$ cat config.mk
export PLATFORM = sky130hd
export DESIGN_NAME = bounded_integer_set_unit
export DESIGN_NICKNAME = d
export VERILOG_FILES = /design/src/hdl/bis_pkg.sv /design/src/hdl/bounded_integer_set_unit.sv /design/src/hdl/bis_ctrl.sv /design/src/hdl/bis_dp.sv
export VERILOG_INCLUDE_DIRS = /design/src /design/src/hdl
export SDC_FILE = /design/constraint.sdc
export NUM_CORES = 2
export LEC_CHECK = 0
export ABC_AREA = 1
export BUFFER_PORTS_ARGS = -buffer_cell sky130_fd_sc_hd__buf_2
export CORE_MARGIN = 2
export CORE_UTILIZATION = 26
export DETAILED_ROUTE_END_ITERATION = 7
export PLACE_DENSITY_LB_ADDON = 0.12
export SYNTH_ARGS = -nofsm -noshare
export SYNTH_HDL_FRONTEND = slang
export SYNTH_HIERARCHICAL = 1
export SYNTH_SLANG_ARGS = --single-unit
export TNS_END_PERCENT = 100
$ cat constraint.sdc
create_clock -name clk -period 4.9 [get_ports clk]
set_input_delay 1.47 -clock clk [delete_from_list [all_inputs] [get_ports clk]]
set_output_delay 1.47 -clock clk [all_outputs]
set_load 0.005 [all_outputs]
$ cat src/hdl/bounded_integer_set_unit_assert.svh
// ----------------------------------------------------------------------------
// bounded_integer_set_unit_assert
// assertion macros for the bounded integer set, clocked on clk, off in rst
// ----------------------------------------------------------------------------
`ifndef BOUNDED_INTEGER_SET_UNIT_ASSERT_SVH
`define BOUNDED_INTEGER_SET_UNIT_ASSERT_SVH

// same-cycle implication
`define BIS_ASSERT_IMP(label, a, c, msg) \
  label: assert property (@(posedge clk) disable iff (rst) (a) |-> (c)) \
    else $error(msg);

// next-cycle implication
`define BIS_ASSERT_NXT(label, a, c, msg) \
  label: assert property (@(posedge clk) disable iff (rst) (a) |=> (c)) \
    else $error(msg);

`endif

$ cat src/hdl/bis_pkg.sv
// ----------------------------------------------------------------------------
// bis_pkg
// shared types, codes and defaults of the bounded integer set
// ----------------------------------------------------------------------------
`default_nettype none

package bis_pkg;

  localparam int CAPACITY_DEF    = 64;
  localparam int VALUE_WIDTH_DEF = 16;
  localparam int FUNC_W          = 2;
  localparam int STATUS_W        = 3;
  localparam int CFG_IDX_W       = 1;

  // operation codes
  localparam logic [FUNC_W-1:0] FN_INSERT = 2'd0;
  localparam logic [FUNC_W-1:0] FN_DELETE = 2'd1;
  localparam logic [FUNC_W-1:0] FN_TEST   = 2'd2;

  // register indexes
  localparam logic [CFG_IDX_W-1:0] REG_RANGE_LOW  = 1'd0;
  localparam logic [CFG_IDX_W-1:0] REG_RANGE_HIGH = 1'd1;

  typedef enum logic [STATUS_W-1:0] {
    ST_DONE    = 3'd0,
    ST_RANGE   = 3'd1,
    ST_PRESENT = 3'd2,
    ST_ABSENT  = 3'd3,
    ST_FULL    = 3'd4
  } status_t;

  // controller to datapath
  typedef struct packed {
    logic load;
    logic scan;
    logic match;
    logic decide;
    logic shift;
    logic finish_shift;
    logic minmax;
    logic publish;
  } bis_cmd_t;

  // datapath to controller
  typedef struct packed {
    logic scan_done;
    logic del_go;
    logic out_free;
  } bis_stat_t;

endpackage

`default_nettype wire

$ cat src/hdl/bounded_integer_set_unit.sv
// ----------------------------------------------------------------------------
// bounded_integer_set_unit
// set of distinct signed integers, inserted within a configured range
// ----------------------------------------------------------------------------
// One request inserts, deletes or tests one value and returns one result with
// status, prior membership, member count, least and greatest member and an
// empty flag. Requests are taken one at a time, each served in passes over
// the single read port of the member memory: one pass to search, one to
// close the gap on delete, one for min/max. The next request is taken while
// the last result still waits. The memory needs no clearing after reset.
// Range registers must be written only while the unit is idle; the unit
// itself does not enforce this.
// ----------------------------------------------------------------------------
`default_nettype none

`include "bounded_integer_set_unit_assert.svh"

module bounded_integer_set_unit #(
  parameter int CAPACITY    = bis_pkg::CAPACITY_DEF,
  parameter int VALUE_WIDTH = bis_pkg::VALUE_WIDTH_DEF,
  localparam int CW = $clog2(CAPACITY + 1)
) (
  input  wire logic                          clk,
  input  wire logic                          rst,
  // configuration
  input  wire logic                          cfg_we,
  input  wire logic [bis_pkg::CFG_IDX_W-1:0] cfg_index,
  input  wire logic [VALUE_WIDTH-1:0]        cfg_data,
  // request channel
  input  wire logic                          in_valid,
  output logic                               in_stall,
  input  wire logic [bis_pkg::FUNC_W-1:0]    func,
  input  wire logic signed [VALUE_WIDTH-1:0] value,
  // result channel
  output logic                               out_valid,
  input  wire logic                          out_stall,
  output logic [bis_pkg::STATUS_W-1:0]       status,
  output logic                               was_present,
  output logic [CW-1:0]                      member_count,
  output logic signed [VALUE_WIDTH-1:0]      smallest,
  output logic signed [VALUE_WIDTH-1:0]      largest,
  output logic                               set_empty
);
  import bis_pkg::*;

  // commands down, status up
  bis_cmd_t  cmd;
  bis_stat_t stat;

  // sequencer
  bis_ctrl u_ctrl (
    .clk      (clk),
    .rst      (rst),
    .in_valid (in_valid),
    .in_stall (in_stall),
    .stat     (stat),
    .cmd      (cmd)
  );

  // storage, scan pointer, decision and result register
  bis_dp #(
    .CAPACITY    (CAPACITY),
    .VALUE_WIDTH (VALUE_WIDTH)
  ) u_dp (
    .clk          (clk),
    .rst          (rst),
    .cfg_we       (cfg_we),
    .cfg_index    (cfg_index),
    .cfg_data     (cfg_data),
    .func         (func),
    .value        (value),
    .cmd          (cmd),
    .stat         (stat),
    .out_valid    (out_valid),
    .out_stall    (out_stall),
    .status       (status),
    .was_present  (was_present),
    .member_count (member_count),
    .smallest     (smallest),
    .largest      (largest),
    .set_empty    (set_empty)
  );

  // one request in flight at a time
  `BIS_ASSERT_NXT(a_one_in_flight, in_valid && !in_stall, in_stall, "second request taken")
  // count never passes capacity
  `BIS_ASSERT_IMP(a_count_bound, out_valid, member_count <= CW'(CAPACITY), "count over capacity")
  // a nonempty set has ordered extremes
  `BIS_ASSERT_IMP(a_min_le_max, out_valid && !set_empty, smallest <= largest, "min above max")
  // a result is only loaded into a free output register
  `BIS_ASSERT_IMP(a_no_overwrite, cmd.publish, !out_valid || !out_stall, "result lost")

endmodule

`default_nettype wire

$ cat src/hdl/bis_ctrl.sv
// ----------------------------------------------------------------------------
// bis_ctrl
// sequencer: search pass, decision, compaction pass, min/max pass, result
// ----------------------------------------------------------------------------
`default_nettype none

module bis_ctrl (
  input  wire logic              clk,
  input  wire logic              rst,
  input  wire logic              in_valid,
  output logic                   in_stall,
  input  wire bis_pkg::bis_stat_t stat,
  output bis_pkg::bis_cmd_t      cmd
);
  import bis_pkg::*;

  typedef enum logic [5:0] {
    S_IDLE   = 6'b000001,
    S_SRCH   = 6'b000010,
    S_DECIDE = 6'b000100,
    S_SHIFT  = 6'b001000,
    S_MINMAX = 6'b010000,
    S_RESULT = 6'b100000
  } state_t;

  state_t state, state_next;

  always_ff @(posedge clk) begin
    if (rst) begin
      state <= S_IDLE;
    end else begin
      state <= state_next;
    end
  end

  always_comb begin
    state_next = state;
    cmd        = '0;
    unique case (state)
      S_IDLE: begin
        if (in_valid) begin
          cmd.load   = 1'b1;
          state_next = S_SRCH;
        end
      end
      S_SRCH: begin
        cmd.scan  = 1'b1;
        cmd.match = 1'b1;
        if (stat.scan_done) state_next = S_DECIDE;
      end
      S_DECIDE: begin
        cmd.decide = 1'b1;
        state_next = stat.del_go ? S_SHIFT : S_MINMAX;
      end
      S_SHIFT: begin
        cmd.scan  = 1'b1;
        cmd.shift = 1'b1;
        if (stat.scan_done) begin
          cmd.finish_shift = 1'b1;
          state_next       = S_MINMAX;
        end
      end
      S_MINMAX: begin
        cmd.scan   = 1'b1;
        cmd.minmax = 1'b1;
        if (stat.scan_done) state_next = S_RESULT;
      end
      S_RESULT: begin
        if (stat.out_free) begin
          cmd.publish = 1'b1;
          state_next  = S_IDLE;
        end
      end
      default: state_next = S_IDLE;
    endcase
  end

  assign in_stall = (state != S_IDLE);

endmodule

`default_nettype wire

$ cat src/hdl/bis_dp.sv
// ----------------------------------------------------------------------------
// bis_dp
// range registers, member memory, scan pointer, decision logic, result register
// ----------------------------------------------------------------------------
`default_nettype none

module bis_dp #(
  parameter int CAPACITY    = bis_pkg::CAPACITY_DEF,
  parameter int VALUE_WIDTH = bis_pkg::VALUE_WIDTH_DEF,
  localparam int CW = $clog2(CAPACITY + 1)
) (
  input  wire logic                                clk,
  input  wire logic                                rst,
  input  wire logic                                cfg_we,
  input  wire logic [bis_pkg::CFG_IDX_W-1:0]       cfg_index,
  input  wire logic [VALUE_WIDTH-1:0]              cfg_data,
  input  wire logic [bis_pkg::FUNC_W-1:0]          func,
  input  wire logic signed [VALUE_WIDTH-1:0]       value,
  input  wire bis_pkg::bis_cmd_t                   cmd,
  output bis_pkg::bis_stat_t                       stat,
  output logic                                     out_valid,
  input  wire logic                                out_stall,
  output logic [bis_pkg::STATUS_W-1:0]             status,
  output logic                                     was_present,
  output logic [CW-1:0]                            member_count,
  output logic signed [VALUE_WIDTH-1:0]            smallest,
  output logic signed [VALUE_WIDTH-1:0]            largest,
  output logic                                     set_empty
);
  import bis_pkg::*;

  localparam int AW = $clog2(CAPACITY);

  logic signed [VALUE_WIDTH-1:0] range_a, range_b;
  logic [FUNC_W-1:0]             op_func;
  logic signed [VALUE_WIDTH-1:0] op_value;
  logic [CW-1:0]                 cnt;
  logic [CW-1:0]                 ptr;
  logic                          rvalid;
  logic [AW-1:0]                 ridx;
  logic signed [VALUE_WIDTH-1:0] rdata;
  logic                          found;
  logic [AW-1:0]                 pos;
  status_t                       res_status;
  logic                          res_present;
  logic signed [VALUE_WIDTH-1:0] mn, mx;
  logic signed [VALUE_WIDTH-1:0] mem [CAPACITY];

  logic                          rd_go;
  logic                          hit;
  logic                          wen;
  logic [AW-1:0]                 waddr;
  logic signed [VALUE_WIDTH-1:0] wdata;
  logic signed [VALUE_WIDTH-1:0] lo, hi;
  logic                          in_range;
  logic                          full;
  status_t                       dec_status;
  logic                          ins_go, del_go;

  // range registers
  always_ff @(posedge clk) begin
    if (rst) begin
      range_a <= {1'b1, {(VALUE_WIDTH-1){1'b0}}};
      range_b <= {1'b0, {(VALUE_WIDTH-1){1'b1}}};
    end else if (cfg_we) begin
      if (cfg_index == REG_RANGE_LOW) range_a <= cfg_data;
      else                            range_b <= cfg_data;
    end
  end

  // decision
  assign lo       = (range_a <= range_b) ? range_a : range_b;
  assign hi       = (range_a <= range_b) ? range_b : range_a;
  assign in_range = (op_value >= lo) && (op_value <= hi);
  assign full     = (cnt >= CW'(CAPACITY));

  always_comb begin
    dec_status = ST_DONE;
    ins_go     = 1'b0;
    del_go     = 1'b0;
    unique case (op_func)
      FN_INSERT: begin
        if (!in_range)  dec_status = ST_RANGE;
        else if (found) dec_status = ST_PRESENT;
        else if (full)  dec_status = ST_FULL;
        else            ins_go     = 1'b1;
      end
      FN_DELETE: begin
        if (!found)         dec_status = ST_ABSENT;
        else if (!in_range) dec_status = ST_RANGE;
        else                del_go     = 1'b1;
      end
      default: dec_status = found ? ST_DONE : ST_ABSENT;
    endcase
  end

  // member memory, one write and one registered read per cycle
  assign rd_go = cmd.scan && (ptr < cnt);
  assign hit   = rvalid && (rdata == op_value);
  assign wen   = (cmd.decide && ins_go) || (cmd.shift && rvalid);
  assign waddr = cmd.shift ? (ridx - 1'b1) : cnt[AW-1:0];
  assign wdata = cmd.shift ? rdata : op_value;

  always_ff @(posedge clk) begin
    if (wen) mem[waddr] <= wdata;
    rdata <= mem[ptr[AW-1:0]];
  end

  // control registers
  always_ff @(posedge clk) begin
    if (rst) begin
      cnt       <= '0;
      ptr       <= '0;
      rvalid    <= 1'b0;
      found     <= 1'b0;
      out_valid <= 1'b0;
    end else begin
      rvalid <= rd_go;
      if (cmd.load || cmd.finish_shift) ptr <= '0;
      else if (cmd.decide)              ptr <= del_go ? (CW'(pos) + 1'b1) : '0;
      else if (rd_go)                   ptr <= ptr + 1'b1;
      if (cmd.decide && ins_go) cnt <= cnt + 1'b1;
      else if (cmd.finish_shift) cnt <= cnt - 1'b1;
      if (cmd.load)                 found <= 1'b0;
      else if (cmd.match && hit)    found <= 1'b1;
      if (cmd.publish)              out_valid <= 1'b1;
      else if (!out_stall)          out_valid <= 1'b0;
    end
  end

  // payload registers
  always_ff @(posedge clk) begin
    ridx <= ptr[AW-1:0];
    if (cmd.load) begin
      op_func  <= func;
      op_value <= value;
    end
    if (cmd.match && hit && !found) pos <= ridx;
    if (cmd.decide) begin
      res_status  <= dec_status;
      res_present <= found;
    end
    if (cmd.decide || cmd.finish_shift) begin
      mn <= '0;
      mx <= '0;
    end else if (cmd.minmax && rvalid) begin
      if (ridx == '0) begin
        mn <= rdata;
        mx <= rdata;
      end else begin
        if (rdata < mn) mn <= rdata;
        if (rdata > mx) mx <= rdata;
      end
    end
    if (cmd.publish) begin
      status       <= res_status;
      was_present  <= res_present;
      member_count <= cnt;
      smallest     <= mn;
      largest      <= mx;
      set_empty    <= (cnt == '0);
    end
  end

  assign stat.scan_done = (ptr >= cnt) && !rvalid;
  assign stat.del_go    = del_go;
  assign stat.out_free  = !out_valid || !out_stall;

endmodule

`default_nettype wire

---- Word-level counts from Yosys, hierarchy flattened ----
Memories as Yosys holds them, arrays and structs flattened. A register that Yosys moved wholly into a read port is not among the register bits.
Index checks and enable logic that the tools add are counted.
operators by class
  add/sub/neg operators ................... 5
  $lt $le $gt $ge ......................... 8
  eq/ne operators ......................... 15
  muxes and demuxes ....................... 48
  bitwise operators ....................... 1
  reduce and logical (&&, ||, !) cells .... 32
operator list
  operator               number
  $mux W16               7
  $mux W6                6
  $pmux W6 S6            1
  $mux W7                5
  $le A16 B16 Y1         2
  $mux W1                21
  $eq A16 B16 Y1         1
  $ge A16 B16 Y1         1
  $gt A16 B16 Y1         1
  $lt A16 B16 Y1         1
  $add A7 B1 Y7 const B  2
  $mux W3                4
  $ne A2 B2 Y1 const B   5
  $logic_and A1 B1 Y1    9
  $reduce_and A2 Y1      4
  $reduce_bool A2 Y1     4
  $add A6 B1 Y7 const B  1
  $ge A7 B7 Y1           1
  $ge A7 B7 Y1 const B   1
  $logic_not A7 Y1       1
  $lt A7 B7 Y1           1
  $sub A7 B1 Y7 const B  1
  $eq A6 B1 Y1 const B   1
  $eq A6 B2 Y1 const B   1
  19 further kinds       27
storage, ports and cells
  register bits ........................... 165
  memory bits (writable) .................. 1,024
  input port bits ......................... 40
  output and inout bits ................... 46
  logic and storage cells ................. 132
  memories ................................ 1
memories
  memory    words  width  read ports  clocked after Yosys merged registers in  write ports  RTL line      source
  u_dp.mem  64     16     1           1                                        1            bis_dp.sv:47  logic signed [VALUE_WIDTH-1:0] mem [CAPACITY];

---- Depth between registers and ports, before layout ----
  depth in word-level cells ............... 10
  mapped depth ............................ 37
  gate-level depth less buffers ........... 35

---- Hierarchy ----
Netlist, hierarchy kept.
by module, submodules not included
  module    times used  cells each  area each (um^2)  seq. area each (um^2)
  bis_dp    1           4,012       49,115.9          34,973.5
  bis_ctrl  1           65          424.2             120.1

---- Worst setup path after synthesis ----
OpenSTA, ideal clock, no wires.
  kind .................................... register -> register
  from .................................... register u_dp.range_b[3]
  to ...................................... memory u_dp/mem[50][0] (netlist bit), enable pin
  library setup time ...................... 0.409 ns
  data arrival time ....................... 4.387 ns
  setup slack ............................. 0.104 ns
  stages on the path, launching flop included .. 25
  path through ............................ dfxtp_1 -> inv_1 -> ha_1 -> a21oi_1 -> o21a_1 -> nor2_1 -> o21ai_0 -> nand3_1 -> nand3b_1 -> buf_2 -> buf_1 -> a21oi_1 -> ha_1 -> nand2_1 -> nor2_2 -> nand2_2 -> nor2_4 -> a21oi_2 -> nand2_2 -> nand2_1 -> nand3_2 -> nand3_4 -> o21ai_4 -> nand2_4 -> nor3_1
on the way
  longest elaborated chain between the ends .. 10
  elaborated cells on any way between the ends .. 12
  those cells by class .................... order compare: 3; mux: 6; reduce/logical: 3
RTL lines
  element                                           RTL line                    source
  from (decl)                                       bis_dp.sv:34                logic signed [VALUE_WIDTH-1:0] range_a, range_b;
  from (signal assigned)                            bis_dp.sv:64                range_b <= {1'b0, {(VALUE_WIDTH-1){1'b1}}};
  from (signal assigned)                            bis_dp.sv:67                else range_b <= cfg_data;
  $le A16 B16 Y1                                    bis_dp.sv:72, bis_dp.sv:73
  $mux W16, on equally long branches                bis_dp.sv:72, bis_dp.sv:73
  $ge A16 B16 Y1 or $le A16 B16 Y1 (tied branches)  bis_dp.sv:74                assign in_range = (op_value >= lo) && (op_value <= hi);
  $logic_and A1 B1 Y1 (*)                           bis_dp.sv:74
  $mux W1 (*)                                       bis_dp.sv:83                if (!in_range) dec_status = ST_RANGE;
  $mux W1 (*)                                       bis_dp.sv:81                unique case (op_func)
  $logic_and A1 B1 Y1 (*)                           bis_dp.sv:100               assign wen = (cmd.decide && ins_go) || (cmd.shift && rvalid);
  $logic_or A1 B1 Y1 (*)                            bis_dp.sv:100
  $mux W1 (*)                                       bis_dp.sv:105               if (wen) mem[waddr] <= wdata;
  $mux W1 (implied by the code) (*)                 bis_dp.sv:105
  to (decl)                                         bis_dp.sv:47
Every way passes the cells marked *; elsewhere a longest branch is shown, timed or not.

---- Final worst setup path ----
  from .................................... register u_dp.range_b[5]
  to ...................................... memory u_dp/mem[16][11] (netlist bit), enable pin
Same word-level chain as after synthesis.

==> impl_metrics.yaml <==
timing:
  rsz0062_at_grt: "no"
  fin_crit_sh_pct: 93.3
  relSlewSlack_pct: 11.5
  fmax_mhz: 219
  worst_pin_slew_ns: 1.32
  slew_violations: 0
  hold_slack_ns: 0.414
  post-route-min-period_ns: 4.57
  skew_ns: 0.0280
  setup_violations: 0
  setup_ws_ns: 0.329
  hold_violations: 0
setup_path:
  crit_path_max_fanout: 32
  crit_path_max_incr_delay_ns: 0.31
  r2r_setup_slack_ns: 0.33
  r2r-start: "u_dp/range_b[5]$_SDFFE_PP1P_"
  critPathRequiredTime_ns: 5.39
  r2r_cells: 26
  cp_slowest_cell: "dfxtp_1"
  cp-end-kind: "register"
  setup.worst_path.start_class: "register"
  worstPathArrival_ns: 5.06
  criticalPathCategory: "reg -> reg"
  timing.rr.end: "u_dp/mem[16][11]$_DFFE_PP_"
  worst_path_dominant_cell_family: "buffers and inverters"
  cp_num_buf_inv: 7
routing:
  drt_iter0_markers: 2519
  vias: 32500
  via_per_inst: 4.75
  ant_nets: 0
  wl_per_cell_microns: 23.5
  drt_first_pass_iters: 8
  drc: 0
  routed_wl_microns: 161000
global_route:
  gr-total-overflow: 0
  grt_max_degree: 167
  grt_pass1_wl_microns: 232000
  grt_usage_pct: 16.5
  grt_pass1_vias: 32000
  antenna_found_initial: 10
floorplan:
  die_w_microns: 441
  fp.dieH_microns: 441
  core_sq_um: 190000
  start_util_pct: 26.1
  ios: 86
  die_area_sq_um: 194000
  rows: 160
placement:
  io_buffers: 85
  place.detailed.hpwl_microns: 95700
  place_ws_ns: -0.136
  gp_congestion: 0.789
  placed_cell_area_sq_um: 54400
cts:
  clkTransAtPathRegs_ns: 0.06
  hold_buffers: 0
  clkLatencyLatePin_ns: 0.80
  cts_inserted_buffers: 140
  cts_tree: "yes"
  cts.sinks: 1205
  htreeDepth: 4
  clk_path_buf_depth: 3
  ctsRootBufferMaster: "clkbuf_16"
logic_synthesis:
  yosysWarnings: 6
  yosys.cell_types.count: 50
  syn_area_per_cell_sq_um: 12.2
  synth-main-ff-cell: "edfxtp_1"
  synthesis.area_sq_um: 49500
  synth_seq_cells: 1205
  yosysSeqAreaShare_pct: 70.8
  ys_async_sr_fraction_pct: 0
  syn_inst: 4077
  syn_nets: 4212
  synth_edf_count: 1096
worst_hold_path:
  min_path_type: "reg -> reg"
  hold-path-cell-count: 0
  min-delay-start: "u_dp/res_status[1]$_DFFE_PP_"
  worstHoldEndpoint: "u_dp/status[1]$_DFFE_PP_"
status:
  status: "finished clean"
layout:
  area_growth_pct: 19.4
  num-nets-final: 4363
  post-route-cell-area_sq_um: 59200
  drive_above_1_share_pct: 12.8
  utilization_pct: 31.2
power:
  ir_drop_uv: 259
  powerDensity_nw_per_um2: 401
  p_leak_nw: 20.1
run:
  maxCapViolCount: 0
## cell usage after synthesis (all sizes together) (2+ instances only)
| master | instances | area share, % |
|---|---|---|
| a21o | 4 | 0.061 |
| nand4 | 40 | 0.52 |
| a221oi | 3 | 0.053 |
| edfxtp | 1096 | 66 |
| nor3 | 14 | 0.17 |
| o21a | 3 | 0.045 |
| or2 | 2 | 0.025 |
| a21oi | 115 | 1.2 |
| buf | 68 | 0.70 |
| xnor2 | 6 | 0.11 |
| o211ai | 46 | 0.70 |
| o22ai | 160 | 2.0 |
| nand3b | 2 | 0.030 |
| ha | 94 | 2.4 |
| nand3 | 151 | 1.8 |
| o21ai | 610 | 6.2 |
| nor4 | 5 | 0.093 |
| a31oi | 6 | 0.076 |
| clkinv | 4 | 0.030 |
| nand2 | 360 | 2.8 |
| nor2 | 738 | 5.7 |
| inv | 146 | 1.1 |
| o221ai | 96 | 1.7 |
| dfxtp | 109 | 4.4 |
| o2111ai | 2 | 0.035 |
| clkbuf | 180 | 1.4 |
| xor2 | 9 | 0.16 |
| o31ai | 2 | 0.030 |
| a22o | 2 | 0.035 |
## stage by stage
stage          TNS, ns  instances  total power [mW]
2_1_floorplan        0       4077              12.9
3_3_place_gp     -4.61       6580              13.8
3_5_place_dp    -23.48       6580              13.8
4_1_cts              0       6838              24.1
5_1_grt              0       6849              24.6
6_report             0       6851              23.7
## where the power goes
part / internal [mW] / switching, mW / total, mW
clock network: 5.79 / 4.38 / 10.2
logic: 0.437 / 1.27 / 1.71
registers: 11.7 / 0.134 / 11.8
total: 17.9 / 5.79 / 23.7
## flip-flops by register name, indices dropped and copies added (netlist names), 2 cells and up
signal             count
u_dp/mem            1024
u_dp/largest          16
u_dp/mn               16
u_dp/mx               16
u_dp/op_value         16
u_dp/range_a          16
u_dp/range_b          16
u_dp/rdata            16
u_dp/smallest         16
u_dp/cnt               7
u_dp/member_count      7
u_dp/ptr               7
u_ctrl/state           6
u_dp/pos               6
u_dp/ridx              6
u_dp/res_status        3
u_dp/status            3
u_dp/op_func           2
## kinds of logic after synthesis
group | after synthesis | synth area share [%]
flip-flops | 1205 | 70.8
buffers and inverters | 398 | 3.20
AO/OA/AOI/OAI | 1051 | 12.2
AND/OR/NAND/NOR | 1313 | 11.1
XOR/XNOR | 15 | 0.265
adder cells (fa/ha/maj) | 95 | 2.41
## routing by layer
metal	up-vias	global-route usage (%)	part of all wire (%)
li1	15300	-	-
met1	16400	22.8	47
met2	689	26.2	46
met3	201	2.66	4.3
met4	2	5.29	2.9
met5	-	0	0.0081
## worst reg2reg max path, delay by kind of cell, from the launching register on
family	cells	cell delay, ns
buf+inv	7	1.22
simple gates	10	1.12
compound gates	7	1.06
fa+ha+maj	2	0.58
flops	1	0.31
## how the worst max path moves through the flow
stage                                            start                          to  cells after the start
after floorplan           u_dp/range_b[3]$_SDFFE_PP1P_   u_dp/mem[50][0]$_DFFE_PP_                     24
after global placement    u_dp/range_b[7]$_SDFFE_PP1P_  u_dp/mem[31][14]$_DFFE_PP_                     22
after detailed placement  u_dp/range_b[7]$_SDFFE_PP1P_  u_dp/mem[31][10]$_DFFE_PP_                     22
after CTS                 u_dp/range_b[6]$_SDFFE_PP1P_  u_dp/mem[34][15]$_DFFE_PP_                     22
after global routing      u_dp/range_b[1]$_SDFFE_PP1P_   u_dp/mem[32][1]$_DFFE_PP_                     29
final                     u_dp/range_b[5]$_SDFFE_PP1P_  u_dp/mem[16][11]$_DFFE_PP_                     26
## repair_timing
action                     in CTS  in global routing
cloned                          0                  2
resized for setup               0                  9
pin swaps                       7                  4
setup endpoints to repair     676               1025
setup buffers                   7                  8
## final cells by class
cell class              instances  area [sq um]
flip-flops and latches       1205         35100
inverters                     150           579
multi-input cells            2474         13100
diodes                          3          7.51
fillers                     19100        131000
well taps                    2511          3140
clock buffers                 175          3700
clock inverters                76           738
repair buffers                257          2780
## cells in the final DEF, fill, tap and decap left out, types with 6 or more instances in the layout
master / instances
nor2_2: 36
xnor2_1: 6
buf_12: 82
o21ai_0: 587
dfxtp_1: 106
nor3_1: 7
nand4_1: 39
clkbuf_1: 28
buf_4: 88
nand2_1: 348
a31oi_1: 6
o22ai_1: 160
clkbuf_16: 142
clkinv_1: 33
o21ai_4: 11
buf_2: 85
clkinv_8: 6
a21oi_1: 113
nor3_2: 7
ha_1: 94
nand3_4: 9
inv_1: 139
edfxtp_1: 1096
o21ai_1: 11
nor2_1: 695
xor2_1: 9
nand3_1: 137
clkbuf_8: 7
clkinv_2: 21
bufinv_16: 7
o211ai_1: 46
nor2_4: 7
o221ai_1: 96
nand2_2: 10
Power figures use the tool's default switching activity.
